**src/hdl/ntsm_pkg.sv**
```systemverilog
// Shared types and constants of the noise and tone sound mixer.
// Used by every module of the block; depends on nothing.
package ntsm_pkg;

    localparam int SAMPLE_RATE_DEF = 44100;
    localparam int CPU_CLOCK_DEF   = 1512000;

    localparam int MAX_SAMPLES = 15;
    localparam int MAX_CYCLES  = 15;
    localparam int CNT_W       = $clog2(MAX_SAMPLES);

    localparam logic [14:0] ADDR_EXPLODE    = 15'h3600;
    localparam logic [14:0] ADDR_THUMP      = 15'h3a00;
    localparam logic [14:0] ADDR_ENABLE     = 15'h3c00;
    localparam logic [14:0] ADDR_ENABLE_END = 15'h3c05;

    localparam int NUM_ENABLE = 6;
    localparam int EN_TONE_A  = 0;
    localparam int EN_TONE_B  = 1;
    localparam int EN_A_HIGH  = 2;
    localparam int EN_NOISE   = 3;
    localparam int EN_SHOT    = 4;
    localparam int EN_THRUST  = 5;

    localparam int PH_A      = 0;
    localparam int PH_B      = 1;
    localparam int PH_THRUST = 2;
    localparam int PH_THUMP  = 3;
    localparam int NUM_PH    = 4;

    localparam int FREQ_LOW    = 441;
    localparam int FREQ_HIGH   = 737;
    localparam int FREQ_B      = 2800;
    localparam int FREQ_THRUST = 1500;

    localparam int AMP_NOISE  = 2500;
    localparam int AMP_THUMP  = 4500;
    localparam int AMP_A      = 2800;
    localparam int AMP_B      = 2200;
    localparam int AMP_SHOT   = 5500;
    localparam int AMP_THRUST = 3500;

    localparam int CMDQ_DEPTH = 2;

    typedef enum logic [1:0] {
        CMD_EXPLODE,
        CMD_THUMP,
        CMD_ENABLE,
        CMD_CYCLES
    } t_cmd_kind;

    typedef struct packed {
        t_cmd_kind   kind;
        logic [7:0]  data;
        logic [2:0]  idx;
    } t_cmd;

    typedef enum logic {
        ST_IDLE,
        ST_RUN
    } t_back_state;

endpackage

```
**src/hdl/ntsm_front.sv**
```systemverilog
// Front end: accepts input items and classifies them into commands.
// Depends on ntsm_pkg; feeds ntsm_cmdq.
module ntsm_front (
    input  logic              i_push,
    output logic              o_full,
    input  logic              i_req_type,
    input  logic [15:0]       i_address,
    input  logic [7:0]        i_write_value,
    input  logic [3:0]        i_cycles,
    input  logic              i_q_full,
    output logic              o_q_wr,
    output ntsm_pkg::t_cmd    o_q_cmd
);
    import ntsm_pkg::*;

    logic [14:0] a15;
    logic        keep;

    assign a15    = i_address[14:0];
    assign o_full = i_q_full;

    always_comb begin
        keep          = 1'b0;
        o_q_cmd.kind  = CMD_CYCLES;
        o_q_cmd.data  = i_write_value;
        o_q_cmd.idx   = a15[2:0];
        if (i_req_type) begin
            o_q_cmd.data = {4'b0000, i_cycles};
            keep         = (i_cycles != 4'd0);
        end else if (a15 == ADDR_EXPLODE) begin
            o_q_cmd.kind = CMD_EXPLODE;
            keep         = 1'b1;
        end else if (a15 == ADDR_THUMP) begin
            o_q_cmd.kind = CMD_THUMP;
            keep         = 1'b1;
        end else if (a15 inside {[ADDR_ENABLE:ADDR_ENABLE_END]}) begin
            o_q_cmd.kind = CMD_ENABLE;
            keep         = 1'b1;
        end
    end

    // drop ignored writes and empty cycle reports
    assign o_q_wr = i_push && !i_q_full && keep;

endmodule

```
**src/hdl/ntsm_cmdq.sv**
```systemverilog
// Short command queue between front and back end.
// Depends on ntsm_pkg for the command type and depth.
module ntsm_cmdq (
    input  logic              i_clk,
    input  logic              i_rst_n,
    input  logic              i_wr,
    input  ntsm_pkg::t_cmd    i_cmd,
    output logic              o_full,
    input  logic              i_rd,
    output logic              o_valid,
    output ntsm_pkg::t_cmd    o_cmd
);
    import ntsm_pkg::*;

    localparam int PTR_W = (CMDQ_DEPTH > 1) ? $clog2(CMDQ_DEPTH) : 1;
    localparam int CNT_QW = $clog2(CMDQ_DEPTH + 1);

    t_cmd              r_mem [CMDQ_DEPTH];
    logic [PTR_W-1:0]  r_wr_ptr, n_wr_ptr;
    logic [PTR_W-1:0]  r_rd_ptr, n_rd_ptr;
    logic [CNT_QW-1:0] r_count, n_count;

    assign o_full  = (r_count == CNT_QW'(CMDQ_DEPTH));
    assign o_valid = (r_count != '0);
    assign o_cmd   = r_mem[r_rd_ptr];

    always_comb begin
        n_wr_ptr = r_wr_ptr;
        n_rd_ptr = r_rd_ptr;
        n_count  = r_count;
        if (i_wr) begin
            n_wr_ptr = (r_wr_ptr == PTR_W'(CMDQ_DEPTH - 1)) ? '0 : r_wr_ptr + 1'b1;
        end
        if (i_rd) begin
            n_rd_ptr = (r_rd_ptr == PTR_W'(CMDQ_DEPTH - 1)) ? '0 : r_rd_ptr + 1'b1;
        end
        if (i_wr && !i_rd) begin
            n_count = r_count + 1'b1;
        end else if (!i_wr && i_rd) begin
            n_count = r_count - 1'b1;
        end
    end

    always_ff @(posedge i_clk) begin
        if (!i_rst_n) begin
            r_wr_ptr <= '0;
            r_rd_ptr <= '0;
            r_count  <= '0;
        end else begin
            r_wr_ptr <= n_wr_ptr;
            r_rd_ptr <= n_rd_ptr;
            r_count  <= n_count;
        end
    end

    always_ff @(posedge i_clk) begin
        if (i_wr) begin
            r_mem[r_wr_ptr] <= i_cmd;
        end
    end

endmodule

```
**src/hdl/ntsm_back.sv**
```systemverilog
// Back end: sound state, rate accumulator, sample mixer and result register.
// Depends on ntsm_pkg; takes commands from ntsm_cmdq.
module ntsm_back #(
    parameter int SAMPLE_RATE = ntsm_pkg::SAMPLE_RATE_DEF,
    parameter int CPU_CLOCK   = ntsm_pkg::CPU_CLOCK_DEF
) (
    input  logic              i_clk,
    input  logic              i_rst_n,
    input  logic              i_cmd_valid,
    input  ntsm_pkg::t_cmd    i_cmd,
    output logic              o_cmd_pop,
    input  logic              i_out_pop,
    output logic              o_out_valid,
    output logic [15:0]       o_sample,
    output logic              o_last_sample
);
    import ntsm_pkg::*;

    localparam int ACC_W       = $clog2(CPU_CLOCK + MAX_CYCLES * SAMPLE_RATE + 1);
    localparam int EXPLODE_LEN = SAMPLE_RATE / 3;
    localparam int SHOT_LEN    = SAMPLE_RATE / 18;
    localparam int EXP_W       = $clog2(EXPLODE_LEN + 1);
    localparam int SHOT_W      = $clog2(SHOT_LEN + 1);
    localparam int INC_LOW     = (FREQ_LOW * 65536) / SAMPLE_RATE;
    localparam int INC_HIGH    = (FREQ_HIGH * 65536) / SAMPLE_RATE;
    localparam int INC_B       = (FREQ_B * 65536) / SAMPLE_RATE;
    localparam int INC_THRUST  = (FREQ_THRUST * 65536) / SAMPLE_RATE;
    localparam int SUM_W       = 19;

    localparam logic signed [SUM_W-1:0] S_MAX = 32767;
    localparam logic signed [SUM_W-1:0] S_MIN = -32768;

    t_back_state             r_state, n_state;
    logic [ACC_W-1:0]        r_acc;
    logic [CNT_W-1:0]        r_cnt;
    logic [7:0]              r_explode;
    logic [7:0]              r_thump;
    logic [NUM_ENABLE-1:0]   r_enable;
    logic [15:0]             r_noise;
    logic [15:0]             r_phase [NUM_PH];
    logic [EXP_W-1:0]        r_exp_cnt;
    logic [SHOT_W-1:0]       r_shot_cnt;
    logic                    r_out_valid;
    logic [15:0]             r_out_sample;
    logic                    r_out_last;

    logic                    emit;
    logic                    last;
    logic [ACC_W-1:0]        acc_sum;
    logic [ACC_W-1:0]        acc_sub;

    logic [15:0]             noise_next;
    logic                    nb;
    logic [15:0]             inc_a;
    logic [15:0]             inc_thump;
    logic [15:0]             ph_next [NUM_PH];
    logic signed [9:0]       e_off;
    logic [6:0]              e_vol6;
    logic signed [17:0]      e_prod;
    logic signed [SUM_W-1:0] t_noise, t_exp, t_thump, t_a, t_b, t_shot, t_thr;
    logic signed [SUM_W-1:0] s_sum;
    logic [15:0]             s_clamp;

    // rate accumulator
    assign acc_sum = r_acc + ACC_W'(i_cmd.data[3:0]) * ACC_W'(SAMPLE_RATE);
    assign acc_sub = r_acc - ACC_W'(CPU_CLOCK);
    assign last    = (acc_sub < ACC_W'(CPU_CLOCK)) || (r_cnt == CNT_W'(MAX_SAMPLES - 1));

    // next state
    always_comb begin
        n_state = r_state;
        case (r_state)
            ST_IDLE: begin
                if (i_cmd_valid && i_cmd.kind == CMD_CYCLES
                        && acc_sum >= ACC_W'(CPU_CLOCK)) begin
                    n_state = ST_RUN;
                end
            end
            ST_RUN: begin
                if (emit && last) begin
                    n_state = ST_IDLE;
                end
            end
            default: n_state = ST_IDLE;
        endcase
    end

    // outputs of the sequencer
    always_comb begin
        o_cmd_pop = 1'b0;
        emit      = 1'b0;
        case (r_state)
            ST_IDLE: o_cmd_pop = i_cmd_valid;
            ST_RUN:  emit      = !r_out_valid || i_out_pop;
            default: ;
        endcase
    end

    // mixer
    assign noise_next = {r_noise[0] ^ r_noise[1] ^ r_noise[4] ^ r_noise[15], r_noise[15:1]};
    assign nb         = noise_next[0];
    assign inc_a      = r_enable[EN_A_HIGH] ? 16'(INC_HIGH) : 16'(INC_LOW);
    assign inc_thump  = 16'(40) + 16'({1'b0, r_thump[3:0]} + 5'd1) * 16'(12);

    assign ph_next[PH_A]      = r_phase[PH_A] + inc_a;
    assign ph_next[PH_B]      = r_phase[PH_B] + 16'(INC_B);
    assign ph_next[PH_THRUST] = r_phase[PH_THRUST] + 16'(INC_THRUST);
    assign ph_next[PH_THUMP]  = r_phase[PH_THUMP] + inc_thump;

    assign e_off  = $signed({2'b00, noise_next[7:0]}) - 10'sd128;
    assign e_vol6 = 7'({3'b000, r_explode[5:2]} + 7'd4) * 7'd6;
    assign e_prod = e_off * $signed({1'b0, e_vol6});

    always_comb begin
        t_noise = '0;
        t_exp   = '0;
        t_thump = '0;
        t_a     = '0;
        t_b     = '0;
        t_shot  = '0;
        t_thr   = '0;
        if (r_enable[EN_NOISE]) begin
            t_noise = nb ? SUM_W'(AMP_NOISE) : -SUM_W'(AMP_NOISE);
        end
        if (r_exp_cnt != '0) begin
            t_exp = SUM_W'(e_prod);
        end
        if (r_thump[4]) begin
            t_thump = ph_next[PH_THUMP][15] ? SUM_W'(AMP_THUMP) : -SUM_W'(AMP_THUMP);
        end
        if (r_enable[EN_TONE_A]) begin
            t_a = ph_next[PH_A][15] ? SUM_W'(AMP_A) : -SUM_W'(AMP_A);
        end
        if (r_enable[EN_TONE_B]) begin
            t_b = ph_next[PH_B][15] ? SUM_W'(AMP_B) : -SUM_W'(AMP_B);
        end
        if (r_shot_cnt != '0) begin
            t_shot = nb ? SUM_W'(AMP_SHOT) : -SUM_W'(AMP_SHOT);
        end
        if (r_enable[EN_THRUST]) begin
            t_thr = ph_next[PH_THRUST][15] ? SUM_W'(AMP_THRUST) : -SUM_W'(AMP_THRUST);
        end
        s_sum = t_noise + t_exp + t_thump + t_a + t_b + t_shot + t_thr;
        if (s_sum > S_MAX) begin
            s_clamp = 16'h7fff;
        end else if (s_sum < S_MIN) begin
            s_clamp = 16'h8000;
        end else begin
            s_clamp = s_sum[15:0];
        end
    end

    always_ff @(posedge i_clk) begin
        if (!i_rst_n) begin
            r_state     <= ST_IDLE;
            r_acc       <= '0;
            r_cnt       <= '0;
            r_explode   <= '0;
            r_thump     <= '0;
            r_enable    <= '0;
            r_noise     <= 16'd1;
            r_exp_cnt   <= '0;
            r_shot_cnt  <= '0;
            r_out_valid <= 1'b0;
            for (int i = 0; i < NUM_PH; i++) begin
                r_phase[i] <= '0;
            end
        end else begin
            r_state <= n_state;
            if (o_cmd_pop) begin
                case (i_cmd.kind)
                    CMD_EXPLODE: begin
                        r_explode <= i_cmd.data;
                        r_exp_cnt <= EXP_W'(EXPLODE_LEN);
                    end
                    CMD_THUMP: r_thump <= i_cmd.data;
                    CMD_ENABLE: begin
                        r_enable[i_cmd.idx] <= i_cmd.data[7] | i_cmd.data[0];
                        if (i_cmd.idx == 3'(EN_SHOT) && (i_cmd.data[7] | i_cmd.data[0])) begin
                            r_shot_cnt <= SHOT_W'(SHOT_LEN);
                        end
                    end
                    CMD_CYCLES: begin
                        r_acc <= acc_sum;
                        r_cnt <= '0;
                    end
                    default: ;
                endcase
            end
            if (emit) begin
                r_acc   <= acc_sub;
                r_cnt   <= r_cnt + 1'b1;
                r_noise <= noise_next;
                if (r_exp_cnt != '0) begin
                    r_exp_cnt <= r_exp_cnt - 1'b1;
                end
                if (r_shot_cnt != '0) begin
                    r_shot_cnt <= r_shot_cnt - 1'b1;
                end
                if (r_thump[4]) begin
                    r_phase[PH_THUMP] <= ph_next[PH_THUMP];
                end
                if (r_enable[EN_TONE_A]) begin
                    r_phase[PH_A] <= ph_next[PH_A];
                end
                if (r_enable[EN_TONE_B]) begin
                    r_phase[PH_B] <= ph_next[PH_B];
                end
                if (r_enable[EN_THRUST]) begin
                    r_phase[PH_THRUST] <= ph_next[PH_THRUST];
                end
                r_out_valid <= 1'b1;
            end else if (i_out_pop) begin
                r_out_valid <= 1'b0;
            end
        end
    end

    always_ff @(posedge i_clk) begin
        if (emit) begin
            r_out_sample <= s_clamp;
            r_out_last   <= last;
        end
    end

    assign o_out_valid   = r_out_valid;
    assign o_sample      = r_out_sample;
    assign o_last_sample = r_out_last;

endmodule

```
**src/hdl/noise_tone_sound_mixer_core.sv**
```systemverilog
// Top level of the noise and tone sound mixer: front end, command queue, back end.
// Depends on ntsm_pkg, ntsm_front, ntsm_cmdq and ntsm_back.
//
//   channel   handshake            payload
//   input     push / full          i_req_type, i_address, i_write_value, i_cycles
//   result    empty / pop          o_sample, o_last_sample
//
// A bus write is taken by the back end while it is idle; a cycle report is added to the
// accumulator; the back-end sequencer then emits up to 15 samples, stalling while one waits.
// Ignored writes and zero-cycle reports are dropped at the front and never reach the queue.
// Reset is synchronous; the queue and result register come up empty.
// A stalled result holds its register; the back end stops, the queue fills, then full rises.
module noise_tone_sound_mixer_core #(
    parameter int SAMPLE_RATE = ntsm_pkg::SAMPLE_RATE_DEF,
    parameter int CPU_CLOCK   = ntsm_pkg::CPU_CLOCK_DEF
) (
    input  logic        i_clk,
    input  logic        i_rst_n,
    input  logic        push,
    output logic        full,
    input  logic        i_req_type,
    input  logic [15:0] i_address,
    input  logic [7:0]  i_write_value,
    input  logic [3:0]  i_cycles,
    output logic        empty,
    input  logic        pop,
    output logic [15:0] o_sample,
    output logic        o_last_sample
);
    import ntsm_pkg::*;

    logic q_full;
    logic q_wr;
    t_cmd q_wr_cmd;
    logic q_valid;
    t_cmd q_rd_cmd;
    logic q_rd;
    logic out_valid;

    ntsm_front u_front (
        .i_push        (push),
        .o_full        (full),
        .i_req_type    (i_req_type),
        .i_address     (i_address),
        .i_write_value (i_write_value),
        .i_cycles      (i_cycles),
        .i_q_full      (q_full),
        .o_q_wr        (q_wr),
        .o_q_cmd       (q_wr_cmd)
    );

    ntsm_cmdq u_cmdq (
        .i_clk   (i_clk),
        .i_rst_n (i_rst_n),
        .i_wr    (q_wr),
        .i_cmd   (q_wr_cmd),
        .o_full  (q_full),
        .i_rd    (q_rd),
        .o_valid (q_valid),
        .o_cmd   (q_rd_cmd)
    );

    ntsm_back #(
        .SAMPLE_RATE (SAMPLE_RATE),
        .CPU_CLOCK   (CPU_CLOCK)
    ) u_back (
        .i_clk         (i_clk),
        .i_rst_n       (i_rst_n),
        .i_cmd_valid   (q_valid),
        .i_cmd         (q_rd_cmd),
        .o_cmd_pop     (q_rd),
        .i_out_pop     (pop && out_valid),
        .o_out_valid   (out_valid),
        .o_sample      (o_sample),
        .o_last_sample (o_last_sample)
    );

    assign empty = !out_valid;

endmodule

```
**config.mk**
```make
export PLATFORM = sky130hd
export DESIGN_NAME = noise_tone_sound_mixer_core
export DESIGN_NICKNAME = d
export VERILOG_FILES = /design/src/hdl/ntsm_pkg.sv /design/src/hdl/ntsm_front.sv /design/src/hdl/ntsm_cmdq.sv /design/src/hdl/ntsm_back.sv /design/src/hdl/noise_tone_sound_mixer_core.sv
export SDC_FILE = /design/constraint.sdc
export NUM_CORES = 1
export LEC_CHECK = 0
export BUFFER_PORTS_ARGS = -buffer_cell sky130_fd_sc_hd__buf_2
export CAP_MARGIN = 20
export CORE_ASPECT_RATIO = 1.1
export CORE_UTILIZATION = 48
export CTS_BUF_LIST = sky130_fd_sc_hd__clkbuf_4 sky130_fd_sc_hd__clkbuf_8
export CTS_CLUSTER_SIZE = 25
export DETAILED_ROUTE_END_ITERATION = 8
export HOLD_SLACK_MARGIN = 0.05
export SYNTH_ARGS = -nofsm -noshare
export SYNTH_HDL_FRONTEND = slang
export SYNTH_SLANG_ARGS = --single-unit
```
**constraint.sdc**
```tcl
create_clock -name i_clk -period 20.8 [get_ports i_clk]
set_input_delay 1.04 -clock i_clk [delete_from_list [all_inputs] [get_ports i_clk]]
set_output_delay 1.04 -clock i_clk [all_outputs]
set_load 0.005 [all_outputs]
```
==> metrics <==
outcome completed; WHS roughly 460 ps; top_reg_cell synth edfxtp_1; DR pass1 iterations 4; worst path required time 21140 ps; post-synth top area share 0.204; Crit Reg-Reg Startpoint u_back.r_explode[2]$_SDFFE_PN0P_; main area contributors after synthesis edfxtp_1 20%, fa_1 14%, dfxtp_1 11%, ha_1 9.7%, inv_1 4.9%; final worst setup slack 10340 ps; share of layout cells above drive strength 1 0.0748; Worst Setup End Kind flip-flop; reg2reg path depth 38; Vias 11000; drt wl/cell around 14 um; crit-path max FO 15; fin area ~0.016 sq mm; Comb power frac 0.414; Critical Path Start Type flip-flop; YS warnings 0; CORE AREA between 0.03 and 0.04 sq mm; area leader, netlist edfxtp_1; pre-CTS setup slack just over 10000 ps; Syn Area/Cell roughly 9.4 sq um; Setup violations, final 0; top cells by count, synth 197 x inv_1, 170 x nor2_1, 118 x ha_1, 108 x fa_1, 106 x nand2_1; Nets around 1900; I/O Buffers ~50; post-synthesis to final-layout area growth 6.87%; DIE WIDTH ~170 um; clock latency on the worst-skew pair approximately 470 ps; Post-Syn Nets around 1900; Clock Skew around 19 ps; Mapped Area between 0.015 and 0.02 sq mm; GP Congestion approximately 0.8; I/O pin count 52; part of the cycle the worst path needs 0.503; Net Sw Power 0.482 mW; Diodes inserted 0; most common cell in the synthesized netlist inv_1; first-pass GRT wire length 51.7 mm; Max Fclk around 96 MHz; Root Driver clkbuf_8; hold path start u_back.r_noise[11]$_SDFFE_PN0P_; synth unique cells a little over 80; Hold Crit Class flip-flop to flip-flop; switching part of the total 0.399; clock share of power 0.204; internal power 0.725 mW; worst slew pin tran approximately 980 ps; Post-synth ARST share 0; Area after DPL between 0.015 and 0.02 sq mm; full die area ~0.032 sq mm; Fillers between 2000 and 3000; Hold-fix buffers, CTS 0; Static Leak roughly 7 nW; Routed Antenna Nets 0; Multi-input gate area ~0.0094 sq mm; gr ovfl total 0; CTS tree built; CP Class flip-flop to flip-flop; largest net degree at the start of global routing ~70; initial core utilization 0.493; sequential standard cell area roughly 0.0048 sq mm; H-tree depth 4; WHS Path Cells 2; delay of the slowest critical-path stage 580 ps; Sum Neg Setup Slack 0 ps; Die Height 188 um; initial antenna violation count 0; Pwr Density between 70 and 80 mW/mm^2; Crit. Startpoint u_back.r_explode[2]$_SDFFE_PN0P_; Max Slew Vio Count 0; CTS resizes 0; Slew headroom 0.342; DR DRC count 0; Final Hold Fails 0; RSZ-0062 raised after global routing no; Final HPWL DP 23.0 mm; min Tclk post-route roughly 10000 ps; Post-synth EDFFs 103; via/cell ratio ~5.3; Syn Inst Count between 1500 and 2000; critical path arrival about 11000 ps; Tot GR Track Use 0.198; setup bufs post-CTS 0; Reg clk slew, reported paths 110 ps; clk sinks 190; sequential share of the synthesized area 0.319; sequential share of power 0.381; Crit-path slowest cell xnor2_1; number of global-route vias before repair between 10000 and 15000; Peak supply drop 77.1 uV; FP Rows 67; Iteration-0 DRC Markers between 500 and 600; TritonCTS buffer count 17; Max Cap Viol 0; Routed WL 29.9 mm; Max Buffers Root-to-Sink 2; Yosys reg bits 190
==> flip-flops by register name, indices dropped and copies added (netlist names), named ones only <==
register and cells:
u_back.r_phase 62, u_cmdq.r_mem 24, u_back.r_acc 20, u_back.o_sample 16
u_back.r_noise 16, u_back.r_exp_cnt 14, u_back.r_shot_cnt 12, u_back.r_enable 5
u_back.r_thump 5, u_back.r_cnt 4, u_back.r_explode 4, u_cmdq.r_count 2
u_back.o_last_sample 1, u_back.o_out_valid 1, u_back.r_state 1, u_cmdq.r_rd_ptr 1
u_cmdq.r_wr_ptr 1
==> power groups by stage <==
stage | clock network (mW) | registers [mW] | logic (mW)
after floorplan | 0 | 0.451 | 0.404
after global placement | 0 | 0.467 | 0.491
after detailed placement | 0 | 0.469 | 0.500
after CTS | 0.255 | 0.460 | 0.504
after global routing | 0.269 | 0.465 | 0.569
final | 0.246 | 0.460 | 0.500
==> critical path: cells and delay by family (launching register included) <==
kind	cells	cell delay (ps)
DFF	1	550
muxes	1	280
AOI/OAI and AO/OA	10	2390
and+or+nand+nor	3	330
xor gates and xnor gates	3	970
buffers and inverters	9	500
adders and majority gates	12	5280
==> final timing paths <==
kind	slack, ps	to
worst max-delay path	10340	u_back.o_sample[14]$_SDFFCE_PN1P_
worst min-delay path	460	u_back.r_noise[10]$_SDFFE_PN0P_
worst max register to register	10340	u_back.o_sample[14]$_SDFFCE_PN1P_
worst min register to register	460	u_back.r_noise[10]$_SDFFE_PN0P_
==> routing by layer <==
layer	track usage	vias to the layer above	wire, um
met2	0.353	112	15100
met1	0.247	5244	13700
met3	0.0250	34	554
met4	0.0567	0	552
li1	-	5564	-
met5	0	-	0
==> cell families (layout without fill, tap and decap cells) <==
| kind of cell | after synthesis | after routing | share of synthesized area |
|---|---|---|---|
| and+or+nand+nor | 504 | 504 | 0.163 |
| muxes | 18 | 18 | 0.0125 |
| AOI/OAI and AO/OA | 310 | 310 | 0.134 |
| DFF | 190 | 190 | 0.319 |
| xor gates and xnor gates | 124 | 124 | 0.0716 |
| buffers and inverters | 241 | 286 | 0.0602 |
| adders and majority gates | 226 | 226 | 0.240 |
==> metrics by stage <==
stage                     total power, mW  instances  utilization
after floorplan                     0.855       1613            -
after global placement              0.958       2039        0.514
after detailed placement            0.968       2039        0.514
after CTS                            1.22       2071        0.526
after global routing                 1.30       2072        0.527
final                                1.21       2072        0.527
==> layout make-up <==
class / instances / share of cell area
clock inverters: 15 / 0.00980
flip-flops and latches: 190 / 0.298
well taps: 414 / 0.0320
inverters: 198 / 0.0459
repair buffers: 56 / 0.0186
clock buffers: 17 / 0.0144
multi-input cells: 1182 / 0.581
==> cells in the final DEF, fill, tap and decap left out, drive strengths merged, types with 6 or more instances in the layout <==
master  count
buf        56
mux2i      11
nand2     107
a31oi      10
a221oi      6
xnor2      68
nor2      172
mux2        7
and3       10
nand4       6
clkinv      6
o21bai     14
clkbuf     17
o21a       21
a21oi      96
xor2       56
edfxtp    103
a211oi     16
or3        17
inv       207
ha        118
and2       26
a211o       6
nand2b     22
or2         7
nand3      33
nor2b      41
o31ai       8
a21o       25
nor3       33
fa        108
dfxtp      87
o21ai      57
(Power assumes the default switching activity.)
